File: src/hdl/ott_pkg.sv
// ----------------------------------------------------------------------------
// ott_pkg
// Shared widths, constants, types and the trim delta table of the oscillator
// temperature trim unit.
// ----------------------------------------------------------------------------
package ott_pkg;

  // sensor resolution; sample and calibration code keep this many low bits
  localparam int SENSOR_BITS   = 12;
  // number of usable entries of the trim table (index = temperature + TEMP_BASE)
  localparam int TABLE_ENTRIES = 125;

  // fixed field widths of the ports
  localparam int SAMPLE_W   = 12;
  localparam int CFG_ADDR_W = 2;
  localparam int CFG_DATA_W = 12;
  localparam int BYTE_W     = 8;

  localparam int TEMP_BASE      = 40;
  localparam int ROM_SIZE       = 125;
  localparam int CAL_TEMP_RESET = 25;

  // round(10*d/63) = floor((10*|d| + 31) / 63); the divide by 63 is a multiply
  // by ceil(2^RECIP_SHIFT / 63), exact for every operand below 2^RECIP_SHIFT/59
  localparam int RECIP_SHIFT = 26;
  localparam int RECIP_W     = 21;
  localparam logic [RECIP_W-1:0] RECIP = 21'd1065221;
  localparam int ROUND_BIAS  = 31;

  localparam int MAG_W  = SENSOR_BITS + 4;      // 10*|d| + 31
  localparam int PROD_W = MAG_W + RECIP_W;
  localparam int QUOT_W = SENSOR_BITS - 1;      // quotient < 2^(SENSOR_BITS-2)
  localparam int TEMP_W = SENSOR_BITS + 2;      // cal temperature +/- quotient
  localparam int IDX_W  = 10;                   // signed index before clamping
  localparam int DELTA_W = 5;
  localparam int SUM_W  = 10;

  typedef enum logic [CFG_ADDR_W-1:0] {
    CFG_CAL_TEMPERATURE = 2'd0,
    CFG_CAL_SENSOR_CODE = 2'd1,
    CFG_DEFAULT_TRIM    = 2'd2
  } cfg_idx_e;

  typedef struct packed {
    logic              neg;
    logic [PROD_W-1:0] prod;
  } scale_t;

  typedef struct packed {
    logic [BYTE_W-1:0]        trim;
    logic signed [BYTE_W-1:0] temp;
    logic                     idx_clamp;
    logic                     trim_clamp;
  } result_t;

  // trim delta per degree from -40 upward; past the stored entries reads -1
  function automatic logic signed [DELTA_W-1:0] trim_delta(input logic [BYTE_W-1:0] idx);
    logic signed [DELTA_W-1:0] d;
    if (idx < 8'd2) begin
      d = 5'sd8;
    end else if (idx < 8'd10) begin
      d = 5'sd7;
    end else if (idx < 8'd18) begin
      d = 5'sd6;
    end else if (idx < 8'd26) begin
      d = 5'sd5;
    end else if (idx < 8'd33) begin
      d = 5'sd4;
    end else if (idx < 8'd41) begin
      d = 5'sd3;
    end else if (idx < 8'd50) begin
      d = 5'sd2;
    end else if (idx < 8'd60) begin
      d = 5'sd1;
    end else if (idx < 8'd77) begin
      d = 5'sd0;
    end else begin
      d = -5'sd1;
    end
    return d;
  endfunction

endpackage

File: src/hdl/ott_scale.sv
// ----------------------------------------------------------------------------
// ott_scale
// Sensor code difference, times ten plus rounding bias, times the reciprocal
// of 63. The quotient sits at bit RECIP_SHIFT of the product.
// ----------------------------------------------------------------------------
module ott_scale (
  input  logic [ott_pkg::SAMPLE_W-1:0] sample_i,
  input  logic [ott_pkg::SAMPLE_W-1:0] cal_code_i,
  output ott_pkg::scale_t              scale_o
);

  logic [ott_pkg::SENSOR_BITS-1:0] sample;
  logic [ott_pkg::SENSOR_BITS-1:0] code;
  logic signed [ott_pkg::SENSOR_BITS:0] diff;
  logic signed [ott_pkg::SENSOR_BITS:0] diff_abs;
  logic [ott_pkg::SENSOR_BITS-1:0] mag;
  logic [ott_pkg::MAG_W-1:0] biased;

  assign sample   = ott_pkg::SENSOR_BITS'(sample_i);
  assign code     = ott_pkg::SENSOR_BITS'(cal_code_i);
  assign diff     = $signed({1'b0, code}) - $signed({1'b0, sample});
  assign diff_abs = diff[ott_pkg::SENSOR_BITS] ? -diff : diff;
  assign mag      = diff_abs[ott_pkg::SENSOR_BITS-1:0];

  // 10*mag as 8*mag + 2*mag
  assign biased = ott_pkg::MAG_W'({mag, 3'b000}) + ott_pkg::MAG_W'({mag, 1'b0})
                + ott_pkg::MAG_W'(ott_pkg::ROUND_BIAS);

  assign scale_o.neg  = diff[ott_pkg::SENSOR_BITS];
  assign scale_o.prod = ott_pkg::PROD_W'(biased) * ott_pkg::PROD_W'(ott_pkg::RECIP);

endmodule

File: src/hdl/ott_trim_map.sv
// ----------------------------------------------------------------------------
// ott_trim_map
// Signed temperature with saturation, table index clamp, delta lookup and
// trim sum clamp.
// ----------------------------------------------------------------------------
module ott_trim_map (
  input  logic                        neg_i,
  input  logic [ott_pkg::QUOT_W-1:0]  quot_i,
  input  logic [ott_pkg::BYTE_W-1:0]  cal_temp_i,
  input  logic [ott_pkg::BYTE_W-1:0]  default_trim_i,
  output ott_pkg::result_t            result_o
);

  localparam int TW = ott_pkg::TEMP_W;
  localparam int IW = ott_pkg::IDX_W;
  localparam int SW = ott_pkg::SUM_W;

  logic signed [TW-1:0] quot_s;
  logic signed [TW-1:0] temp_full;
  logic signed [ott_pkg::BYTE_W-1:0] temp;
  logic signed [IW-1:0] idx_full;
  logic idx_lo, idx_hi;
  logic [ott_pkg::BYTE_W-1:0] idx;
  logic signed [ott_pkg::DELTA_W-1:0] delta;
  logic signed [SW-1:0] sum;

  always_comb begin
    quot_s    = $signed({{(TW-ott_pkg::QUOT_W){1'b0}}, quot_i});
    temp_full = $signed({{(TW-ott_pkg::BYTE_W){1'b0}}, cal_temp_i})
              + (neg_i ? -quot_s : quot_s);

    if (temp_full > $signed(TW'(127))) begin
      temp = 8'sd127;
    end else if (temp_full < $signed(TW'(-128))) begin
      temp = -8'sd128;
    end else begin
      temp = temp_full[ott_pkg::BYTE_W-1:0];
    end

    idx_full = $signed({{(IW-ott_pkg::BYTE_W){temp[ott_pkg::BYTE_W-1]}}, temp})
             + $signed(IW'(ott_pkg::TEMP_BASE));
    idx_lo   = idx_full[IW-1];
    idx_hi   = idx_full > $signed(IW'(ott_pkg::TABLE_ENTRIES - 1));
    if (idx_lo) begin
      idx = '0;
    end else if (idx_hi) begin
      idx = ott_pkg::BYTE_W'(ott_pkg::TABLE_ENTRIES - 1);
    end else begin
      idx = idx_full[ott_pkg::BYTE_W-1:0];
    end

    delta = ott_pkg::trim_delta(idx);
    sum   = $signed({{(SW-ott_pkg::BYTE_W){1'b0}}, default_trim_i})
          + $signed({{(SW-ott_pkg::DELTA_W){delta[ott_pkg::DELTA_W-1]}}, delta});

    result_o.temp       = temp;
    result_o.idx_clamp  = idx_lo | idx_hi;
    result_o.trim_clamp = 1'b0;
    if (sum[SW-1]) begin
      result_o.trim       = '0;
      result_o.trim_clamp = 1'b1;
    end else if (sum > $signed(SW'(255))) begin
      result_o.trim       = 8'hff;
      result_o.trim_clamp = 1'b1;
    end else begin
      result_o.trim = sum[ott_pkg::BYTE_W-1:0];
    end
  end

endmodule

File: src/hdl/oscillator_temp_trim_unit.sv
// ----------------------------------------------------------------------------
// oscillator_temp_trim_unit
// Converts a raw temperature sensor sample into degrees and an RC oscillator
// trim value from the factory default plus a per-degree delta.
// ----------------------------------------------------------------------------
// Usage:
//   Request: drive sensor_sample_i with start_i high; it is taken at any clock
//   edge where busy_o is low, and busy_o stays low, so one request per cycle.
//   Result: result_valid_o is high for one cycle with trim_value_o,
//   temperature_deg_o, index_clamped_o and trim_clamped_o. The receiver cannot
//   hold results off; results come out in request order.
//   Path: a request passes the input register, the product register and the
//   result register on its way to the ports. Throughput is one request per
//   cycle, set by the single registered multiply stage.
//   Configuration: cfg_we_i with cfg_addr_i writes cal temperature (0),
//   cal sensor code (1) or default trim (2) from the low bits of
//   cfg_wdata_i; other addresses are ignored. Write only while no request
//   is in flight.
//   Reset: clears the pipeline; cal temperature 25, cal code 0, trim 0.
// ----------------------------------------------------------------------------
module oscillator_temp_trim_unit (
  input  logic                             clk_i,
  input  logic                             rst_ni,
  input  logic                             start_i,
  output logic                             busy_o,
  input  logic [ott_pkg::SAMPLE_W-1:0]     sensor_sample_i,
  input  logic                             cfg_we_i,
  input  logic [ott_pkg::CFG_ADDR_W-1:0]   cfg_addr_i,
  input  logic [ott_pkg::CFG_DATA_W-1:0]   cfg_wdata_i,
  output logic                             result_valid_o,
  output logic [ott_pkg::BYTE_W-1:0]       trim_value_o,
  output logic signed [ott_pkg::BYTE_W-1:0] temperature_deg_o,
  output logic                             index_clamped_o,
  output logic                             trim_clamped_o
);

  logic [ott_pkg::BYTE_W-1:0]   cal_temp_q;
  logic [ott_pkg::SAMPLE_W-1:0] cal_code_q;
  logic [ott_pkg::BYTE_W-1:0]   default_trim_q;

  logic                         in_valid_q;
  logic [ott_pkg::SAMPLE_W-1:0] sample_q;
  logic                         scale_valid_q;
  ott_pkg::scale_t              scale_d, scale_q;
  logic                         res_valid_q;
  ott_pkg::result_t             result_d, result_q;
  logic                         accept;

  assign busy_o = 1'b0;
  assign accept = start_i & ~busy_o;

  always_ff @(posedge clk_i or negedge rst_ni) begin
    if (!rst_ni) begin
      cal_temp_q     <= ott_pkg::BYTE_W'(ott_pkg::CAL_TEMP_RESET);
      cal_code_q     <= '0;
      default_trim_q <= '0;
    end else if (cfg_we_i) begin
      case (cfg_addr_i)
        ott_pkg::CFG_CAL_TEMPERATURE: cal_temp_q     <= cfg_wdata_i[ott_pkg::BYTE_W-1:0];
        ott_pkg::CFG_CAL_SENSOR_CODE: cal_code_q     <= cfg_wdata_i[ott_pkg::SAMPLE_W-1:0];
        ott_pkg::CFG_DEFAULT_TRIM:    default_trim_q <= cfg_wdata_i[ott_pkg::BYTE_W-1:0];
        default: ;
      endcase
    end
  end

  always_ff @(posedge clk_i or negedge rst_ni) begin
    if (!rst_ni) begin
      in_valid_q    <= 1'b0;
      scale_valid_q <= 1'b0;
      res_valid_q   <= 1'b0;
    end else begin
      in_valid_q    <= accept;
      scale_valid_q <= in_valid_q;
      res_valid_q   <= scale_valid_q;
    end
  end

  always_ff @(posedge clk_i) begin
    if (accept) begin
      sample_q <= sensor_sample_i;
    end
    if (in_valid_q) begin
      scale_q <= scale_d;
    end
    if (scale_valid_q) begin
      result_q <= result_d;
    end
  end

  ott_scale u_scale (
    .sample_i   (sample_q),
    .cal_code_i (cal_code_q),
    .scale_o    (scale_d)
  );

  ott_trim_map u_trim_map (
    .neg_i          (scale_q.neg),
    .quot_i         (scale_q.prod[ott_pkg::RECIP_SHIFT +: ott_pkg::QUOT_W]),
    .cal_temp_i     (cal_temp_q),
    .default_trim_i (default_trim_q),
    .result_o       (result_d)
  );

  assign result_valid_o    = res_valid_q;
  assign trim_value_o      = result_q.trim;
  assign temperature_deg_o = result_q.temp;
  assign index_clamped_o   = result_q.idx_clamp;
  assign trim_clamped_o    = result_q.trim_clamp;

endmodule

File: config.mk
export PLATFORM = sky130hd
export DESIGN_NAME = oscillator_temp_trim_unit
export DESIGN_NICKNAME = d
export VERILOG_FILES = /design/src/hdl/ott_pkg.sv /design/src/hdl/ott_scale.sv /design/src/hdl/ott_trim_map.sv /design/src/hdl/oscillator_temp_trim_unit.sv
export SDC_FILE = /design/constraint.sdc
export NUM_CORES = 1
export LEC_CHECK = 0
export ABC_AREA = 1
export BUFFER_PORTS_ARGS = -buffer_cell sky130_fd_sc_hd__buf_4
export CELL_PAD_IN_SITES_DETAIL_PLACEMENT = 1
export CELL_PAD_IN_SITES_GLOBAL_PLACEMENT = 2
export CORE_MARGIN = 3
export CORE_UTILIZATION = 42
export CTS_BUF_LIST = sky130_fd_sc_hd__clkbuf_8 sky130_fd_sc_hd__clkbuf_16
export DETAILED_ROUTE_END_ITERATION = 8
export GPL_TIMING_DRIVEN = 0
export PLACE_DENSITY = 0.95
export SETUP_SLACK_MARGIN = 0.15
export SYNTH_ARGS = -nofsm -noshare
export SYNTH_HDL_FRONTEND = slang
export SYNTH_SLANG_ARGS = --single-unit
export TNS_END_PERCENT = 5
File: constraint.sdc
create_clock -name clk_i -period 24 [get_ports clk_i]
set_input_delay 1.2 -clock clk_i [delete_from_list [all_inputs] [get_ports clk_i]]
set_output_delay 1.2 -clock clk_i [all_outputs]
set_load 0.03 [all_outputs]
== Yosys cells after proc, flatten, opt, wreduce, memory -nomap -nowiden ==
Index checks and enable logic that the tools add are counted.
Word-level totals
  output and inout port bits: 20
  flip-flop bits (word level): 99
  bits of input ports: 30
  word-level logic and storage cells: 59
Cells by class
  reduce and logical (&&, ||, !) cells: 4
  add/sub/neg operators: 8
  equality and inequality tests: 2
  bitwise gates (word level): 1
  multiply operators: 1
  mux-type cells: 17
  order comparisons: 13
Operators with widths (number)
  $mux W5: 9
  $mux W8: 5
  $mul A16 B21 Y37 const B: 1
  $lt A8 B6 Y1 const B: 4
  $add A15 B13 Y16: 1
  $add A16 B5 Y16 const B: 1
  $lt A8 B5 Y1 const B: 2
  $add A9 B14 Y14: 1
  $gt A14 B8 Y1 const B: 1
  $lt A14 B8 Y1 const B: 1
  $mux W14: 1
  $neg A11 Y14: 1
  $sub A12 B12 Y13: 1
  $mux W12: 1
  $neg A12 Y12: 1
  $add A9 B5 Y10: 1
  $gt A10 B8 Y1 const B: 1
  $gt A10 B9 Y1 const B: 1
  $add A8 B7 Y9 const B: 1
  $lt A8 B2 Y1 const B: 1
  $lt A8 B4 Y1 const B: 1
  $lt A8 B7 Y1 const B: 1
  $reduce_and A2 Y1: 3
  $eq A2 B1 Y1 const B: 1
  4 further kinds: 4

== Longest topological paths before layout ==
Gate-level depths: netlist (run 1).
  word-level depth: 23
  gate-level depth with buffers: 54
  depth with buffers taken out: 53

== By module ==
A second synthesis (run 1) with hierarchy kept.
Second synthesis, totals
  cells, all modules: 1192
  area total of the unflattened synthesis: 9397.8 sq um
Modules (own cells, without submodules)
  ott_scale: seq. area each 0.0 sq um, area an instance 4787.1 sq um, cells an instance 693, instances 1
  oscillator_temp_trim_unit: seq. area each 2040.7 sq um, area an instance 2511.2 sq um, cells an instance 173, instances 1
  ott_trim_map: seq. area each 0.0 sq um, area an instance 2099.5 sq um, cells an instance 326, instances 1

== Least setup slack after synthesis (run 1) ==
No wires, ideal clock.
  path kind: reg2reg
  start: register cal_code_q[0] (netlist bit)
  end: register scale_q[35] (netlist bit), data pin
  slack: 15215 ps
  period minus slack after synthesis: 8785 ps
  library setup time: 261 ps
  arrival time: 8525 ps
  data required time: 23739 ps
  cell stages (with the launch flop): 55
  path buffers: 1
  path through: dfrtp_1 > inv_1 > ha_1 > inv_1 > fa_1 > a21oi_1 > o21ai_0 > nand2_1 > o311ai_0 > a21o_1 > a21oi_1 > o21ai_0 > a21oi_1 > clkbuf_1 > nand2_1 > o21ai_0 > inv_1 > ha_1 > [... 19 more ...] > inv_1 > fa_1 > fa_1 > inv_1 > ha_1 > ha_1 > ha_1 > nand2_1 > o21ai_0 > a21oi_1 > o21ai_0 > nand3_1 > nand2_1 > inv_1 > o211ai_1 > a21o_1 > nand2_1 > xor2_1
RTL lines
  from (decl): RTL line oscillator_temp_trim_unit.sv:38  | logic [ott_pkg::SAMPLE_W-1:0] cal_code_q;
  from (signal assigned): RTL line oscillator_temp_trim_unit.sv:60  | ott_pkg::CFG_CAL_SENSOR_CODE: cal_code_q <= cfg_wdata_i[ott_pkg::SAMPLE_W-1:0];
  to (signal assigned): RTL line oscillator_temp_trim_unit.sv:84  | scale_q <= scale_d;
  to (decl): RTL line oscillator_temp_trim_unit.sv:44  | ott_pkg::scale_t scale_d, scale_q;

==> results.cfg, run 1 <==
[sta]
final_max_slew_viol_count = 0
grt_setup_unrepaired = no
period_share_pct = 42.8
max_freq_mhz = 97.4
worst_pin_slew_ps = 899
period_needed_ps = 10270
tns_ps = 0
hold_viol_final = 0
setup_viol = 0
skew_ps = 6.67
max_slew_margin_pct = 40.1

[run_status]
status = complete, no violations

[cells_and_area]
drive_gt1_share_pct = 13.5
regArea_um2 = 2040
final.fill_count = 2166
layout_commonest_cell = ha_1
diodes = 0
synthToLayoutAreaGrowth_pct = 12.6
multi_input_area_um2 = 5160
fin_nets = 1197
final_cell_mix = 166 x ha_1, 158 x inv_1, 155 x nand2_1, 56 x a21oi_1, 49 x buf_4

[worst_setup_path]
critPathBufInv = 10
endpoint_kind = register
critPathTopFamily = compound AO/OA/AOI/OAI gates
crit_type = reg2reg
cp_slowest_cell = fa_1
cp_max_fo = 10
cpPeakStageDelay_ps = 520
crit_required_ps = 24080
arrival_ps = 10350
start_kind = register

[clock_tree]
clock_path_buffers = 2
cts_tree = yes
clk_latency_ps = 330
h-tree-depth = 3
cts-root-buf = clkbuf_16
clock-sinks = 73
post_cts_buffers = 0
clkSlewWorstSetupHoldPaths_ps = 60
ctsResizeCount = 0
cts_buffers = 9
cts_hold_buf = 0

[logic_synthesis]
ys_async_sr_fraction_pct = 42.5
ys_seq_area_share_pct = 25.9
synth-edff-count = 42
ys_ff_latch = 73
postSynthCellCount = 924
synth_warnings = 0
synth_cell_type_count = 46
yosys_most_used_dff = edfxtp_1
syn_area_per_cell_um2 = 8.52
syn-num-nets = 1138
syn-cell-area_um2 = 7870

[routing]
vias = 6348
route.detailed.drc = 0
drt_wl_total_um = 18100
via_per_inst = 5.22
wire_per_inst_um = 14.9
ant_nets = 0
firstDrtPassIters = 4
drtIter0Drc = 176

[grt]
grt.overflow.total = 0
grtUsageTotal_pct = 18.8
grt_pass1_wl_um = 31600
grt_pass1_vias = 6810
grt_max_degree = 32
antenna_found_initial = 0

[die]
die_w_um = 143
dieArea_um2 = 20400
num_rows = 49
die_h_um = 143
fp.coreArea_um2 = 18200
initial_core_util_pct = 43.2
boundaryPins = 50

[placement]
hpwlAfterDp_um = 15300
gp_congestion = 0.832
io_buffers = 48

[flow_run]
max_cap_viol_count = 0

[hold_path]
min_path_type = reg2reg
## synthesized netlist by cell type, types with 2 or more instances
library cell | n | area [um2]
dfstp_2 | 3 | 78.8
nand3b_1 | 2 | 15.0
nor3_1 | 3 | 15.0
nand4_1 | 16 | 100
ha_1 | 166 | 2080
a31oi_1 | 4 | 25.0
buf_2 | 3 | 15.0
o21ai_0 | 48 | 240
nor2_1 | 26 | 97.6
o21bai_1 | 5 | 37.5
inv_2 | 9 | 33.8
dfrtp_1 | 28 | 701
o211ai_1 | 3 | 22.5
o21ai_1 | 4 | 20.0
inv_1 | 158 | 593
nor2_2 | 7 | 43.8
nand3_2 | 4 | 40.0
edfxtp_1 | 42 | 1260
nand2_2 | 22 | 138
nand2_4 | 9 | 101
nand3_1 | 42 | 210
xor2_1 | 40 | 350
nor2_4 | 3 | 33.8
a21oi_1 | 56 | 280
mux2_2 | 4 | 45.0
xnor2_1 | 18 | 158
clkbuf_1 | 5 | 18.8
nand2_1 | 155 | 582
a21o_1 | 5 | 37.5
fa_1 | 18 | 360
## flip-flops by register name, summed over array words and instances, names as in the netlist, 8 cells and up
register and cells:
cal_code_q 12, sample_q 12, scale_q 12, cal_temp_q 8, default_trim_q 8, temperature_deg_o 8
trim_value_o 8
## tightest hold or removal path, stage by stage (launching register included)
cell and delay, ps:
dfrtp_1 350, nand2_1 50, o21ai_0 60
## stage by stage
step	setup WS (ps)	hold WS, ps	util (%)	cells	instance area [um2]
floorplan	15210	453	-	924	7870
global placement	14010	476	46.8	1201	8520
detailed placement	13630	485	46.8	1201	8520
CTS	13580	500	48.6	1217	8860
global route	12690	528	48.6	1217	8860
finish	13730	503	48.6	1217	8860
## final timing paths
check	startpoint	end	slack, ps	depth (start not counted)
worst max-delay path	cal_code_q[0]$_DFFE_PN0P_	scale_q[35]$_DFFE_PP_	13730	54
min in group asynchronous	rst_ni	cal_code_q[8]$_DFFE_PN0P_	790	1
worst max register to register	cal_code_q[0]$_DFFE_PN0P_	scale_q[35]$_DFFE_PP_	13730	54
worst min-delay path	default_trim_q[5]$_DFFE_PN0P_	default_trim_q[5]$_DFFE_PN0P_	500	2
max in group asynchronous	rst_ni	cal_temp_q[3]$_DFFE_PN1P_	22860	1
worst min register to register	default_trim_q[5]$_DFFE_PN0P_	default_trim_q[5]$_DFFE_PN0P_	500	2
## layer usage
layer | GRT usage [%] | vias to the layer above | wire length, um
met1 | 23.2 | 3068 | 8110
met5 | 0 | - | 0
met3 | 2.88 | 26 | 403
met4 | 3.70 | 0 | 299
li1 | - | 3184 | -
met2 | 34.8 | 70 | 9310
## final cells by class
class,count,area share [%]
inverters,167,7.08
plain buffers,9,0.466
flip-flops and latches,73,23.0
clock buffers,9,2.54
well taps,229,3.23
clock inverters,7,1.33
repair buffers,48,4.07
multi-input cells,675,58.2
## kinds of logic (layout without fill, tap and decap cells)
kind of cell,after synthesis,after routing,synth area share (%)
simple gates,295,295,18.0
fa+ha+maj,184,184,31.0
buf+inv,176,240,8.49
compound gates,132,132,9.16
flops,73,73,25.9
xor+xnor,59,59,6.81
mux,4,4,0.572
other cells,1,1,0.0477
Power of run 1 is not shown: default switching activity piles up to over one toggle a cycle in this logic, so the estimate is an artifact.
==> inputs of run 2 (changes only) <==
CORE_UTILIZATION = 35   (was 42)
PLACE_DENSITY = 0.86   (was 0.95)
clock period = 8.7 ns   (was 24 ns; I/O delays follow)
==> run 2 against run 1 <==
- critical path depth down 1
- worst setup slack got worse by 14000 ps
- fmax increased by 19%
- design area rose by 10%
- largest cell class unchanged
- utilization decreased by 4.1 points
- die area grew 19%
- sequential share of layout area decreased by 2.2 points
- clock skew rose by 3.6 ps
- cell count is 7.5% higher
- routed wire length up 14%
- hold slack lost 480 ps
==> results.cfg, run 2 (synthesis gave the netlist of run 1 again) <==
[clock_tree]
cts_tree = yes
cts-root-buf = clkbuf_16
clock_path_buffers = 2
clkSlewWorstSetupHoldPaths_ps = 60
clk_latency_ps = 350
clock-sinks = 73
h-tree-depth = 3
cts_buffers = 9

[placement]
io_buffers = 48
gp_congestion = 0.781
hpwlAfterDp_um = 14700
placed_cell_area_um2 = 8590

[grt]
grt.overflow.total = 0
grt_pass1_wl_um = 31300
grtUsageTotal_pct = 15.7
antenna_found_initial = 0
grt_pass1_vias = 6704
grt_max_degree = 32

[sta]
period_needed_ps = 8640
final_max_slew_viol_count = 0
hold_viol_final = 0
grt_setup_unrepaired = yes
setup_viol = 0
max_slew_margin_pct = 40.7
max_freq_mhz = 116
skew_ps = 10.3
holdWs_ps = 27.1
tns_ps = 0
period_share_pct = 99.3
worst_pin_slew_ps = 890

[cells_and_area]
layout_commonest_cell = inv_1
final_cell_mix = 149 x inv_1, 143 x nand2_1, 141 x ha_1, 85 x buf_4
fin_area_um2 = 9780
multi_input_area_um2 = 5770
drive_gt1_share_pct = 25.3
top_regs = cal_code_q: 12 flops, sample_q: 12 flops, scale_q: 12 flops
diodes = 0
regArea_um2 = 2040
fin_nets = 1237
synthToLayoutAreaGrowth_pct = 24.3
final.fill_count = 2585

[worst_setup_path]
cp_slowest_cell = fa_1
rr_startpoint = cal_code_q[0]$_DFFE_PN0P_
cpPeakStageDelay_ps = 560
cp_max_fo = 4
cp-endpoint = scale_q[35]$_DFFE_PP_
r2r_slack_ps = 60
crit_start = cal_code_q[0]$_DFFE_PN0P_
crit_type = reg2reg
critPathTopFamily = adder cells
start_kind = register
reg2reg_to = scale_q[35]$_DFFE_PP_
crit_required_ps = 8800
critPathBufInv = 9
endpoint_kind = register
cp.depth = 53
r2r_cells = 53
arrival_ps = 8740

[hold_path]
min_path_type = in2async

[routing]
firstDrtPassIters = 4
drtIter0Drc = 191
via_per_inst = 4.97
wire_per_inst_um = 15.8
route.detailed.drc = 0
vias = 6501
drt_wl_total_um = 20700
ant_nets = 0

[flow_run]
max_cap_viol_count = 0

[die]
boundaryPins = 50
dieArea_um2 = 24300
die_h_um = 156
fp.coreArea_um2 = 22000
num_rows = 54
initial_core_util_pct = 35.8
die_w_um = 156

[run_status]
status = complete, no violations
[run 2: cell count changes in the layout (fill, tap and decap cells not counted), sizes merged]
cell / change
buf: +40
bufinv: -3
clkinv: +3
clkinvlp: -1
inv: +1
[run 2: metrics by stage]
step | cells | utilization (%) | setup WS, ps
after global placement | 1252 | 39.1 | -1030
final | 1308 | 44.5 | 64.8
after detailed placement | 1252 | 39.1 | -1130
after CTS | 1291 | 42.0 | 96.8
after global routing | 1308 | 44.5 | -464
after floorplan | 924 | - | 164
[run 2: cell type report]
| type | count | area share [%] |
|---|---|---|
| plain buffers | 9 | 0.524 |
| clock inverters | 7 | 0.409 |
| repair buffers | 88 | 6.91 |
| well taps | 280 | 3.58 |
| multi-input cells | 675 | 59.0 |
| flip-flops and latches | 73 | 20.9 |
| inverters | 167 | 6.43 |
| clock buffers | 9 | 2.30 |
[run 2: how the worst min path moves through the flow]
| stage | start | end | depth (start not counted) |
|---|---|---|---|
| 5_1_grt | rst_ni | result_valid_o$_DFF_PN0_ | 1 |
| 2_1_floorplan | rst_ni | cal_code_q[0]$_DFFE_PN0P_ | 0 |
| 3_3_place_gp | rst_ni | default_trim_q[1]$_DFFE_PN0P_ | 1 |
| 4_1_cts | rst_ni | result_valid_o$_DFF_PN0_ | 1 |
| 6_report | rst_ni | default_trim_q[1]$_DFFE_PN0P_ | 1 |
| 3_5_place_dp | rst_ni | default_trim_q[1]$_DFFE_PN0P_ | 1 |
[run 2: repair_timing]
action                                 CTS  global route
setup buffers                           23            17
endpoints found under the hold margin    0             0
pin swaps                               31            58
setup endpoints to repair               11            11
gates resized for setup                 42            75
hold buffers                             0             0
[run 2: layer usage]
| layer | track usage (%) | wire, um | vias up |
|---|---|---|---|
| li1 | - | - | 3255 |
| met1 | 19.2 | 8890 | 3149 |
| met2 | 29.2 | 11000 | 69 |
| met3 | 2.47 | 386 | 28 |
| met4 | 2.61 | 359 | 0 |
| met5 | 0 | 0 | - |
[run 2: worst reg2reg max path: cells and delay by family (launching register included)]
family                   cells  cell delay (ps)
AND/OR/NAND/NOR             11              960
AO/OA/AOI/OAI               20             2970
flip-flops                   1              390
adder cells (fa/ha/maj)     11             3190
XOR/XNOR                     2              300
buffers and inverters        9              600
Power of run 2 is left out for the same reason.
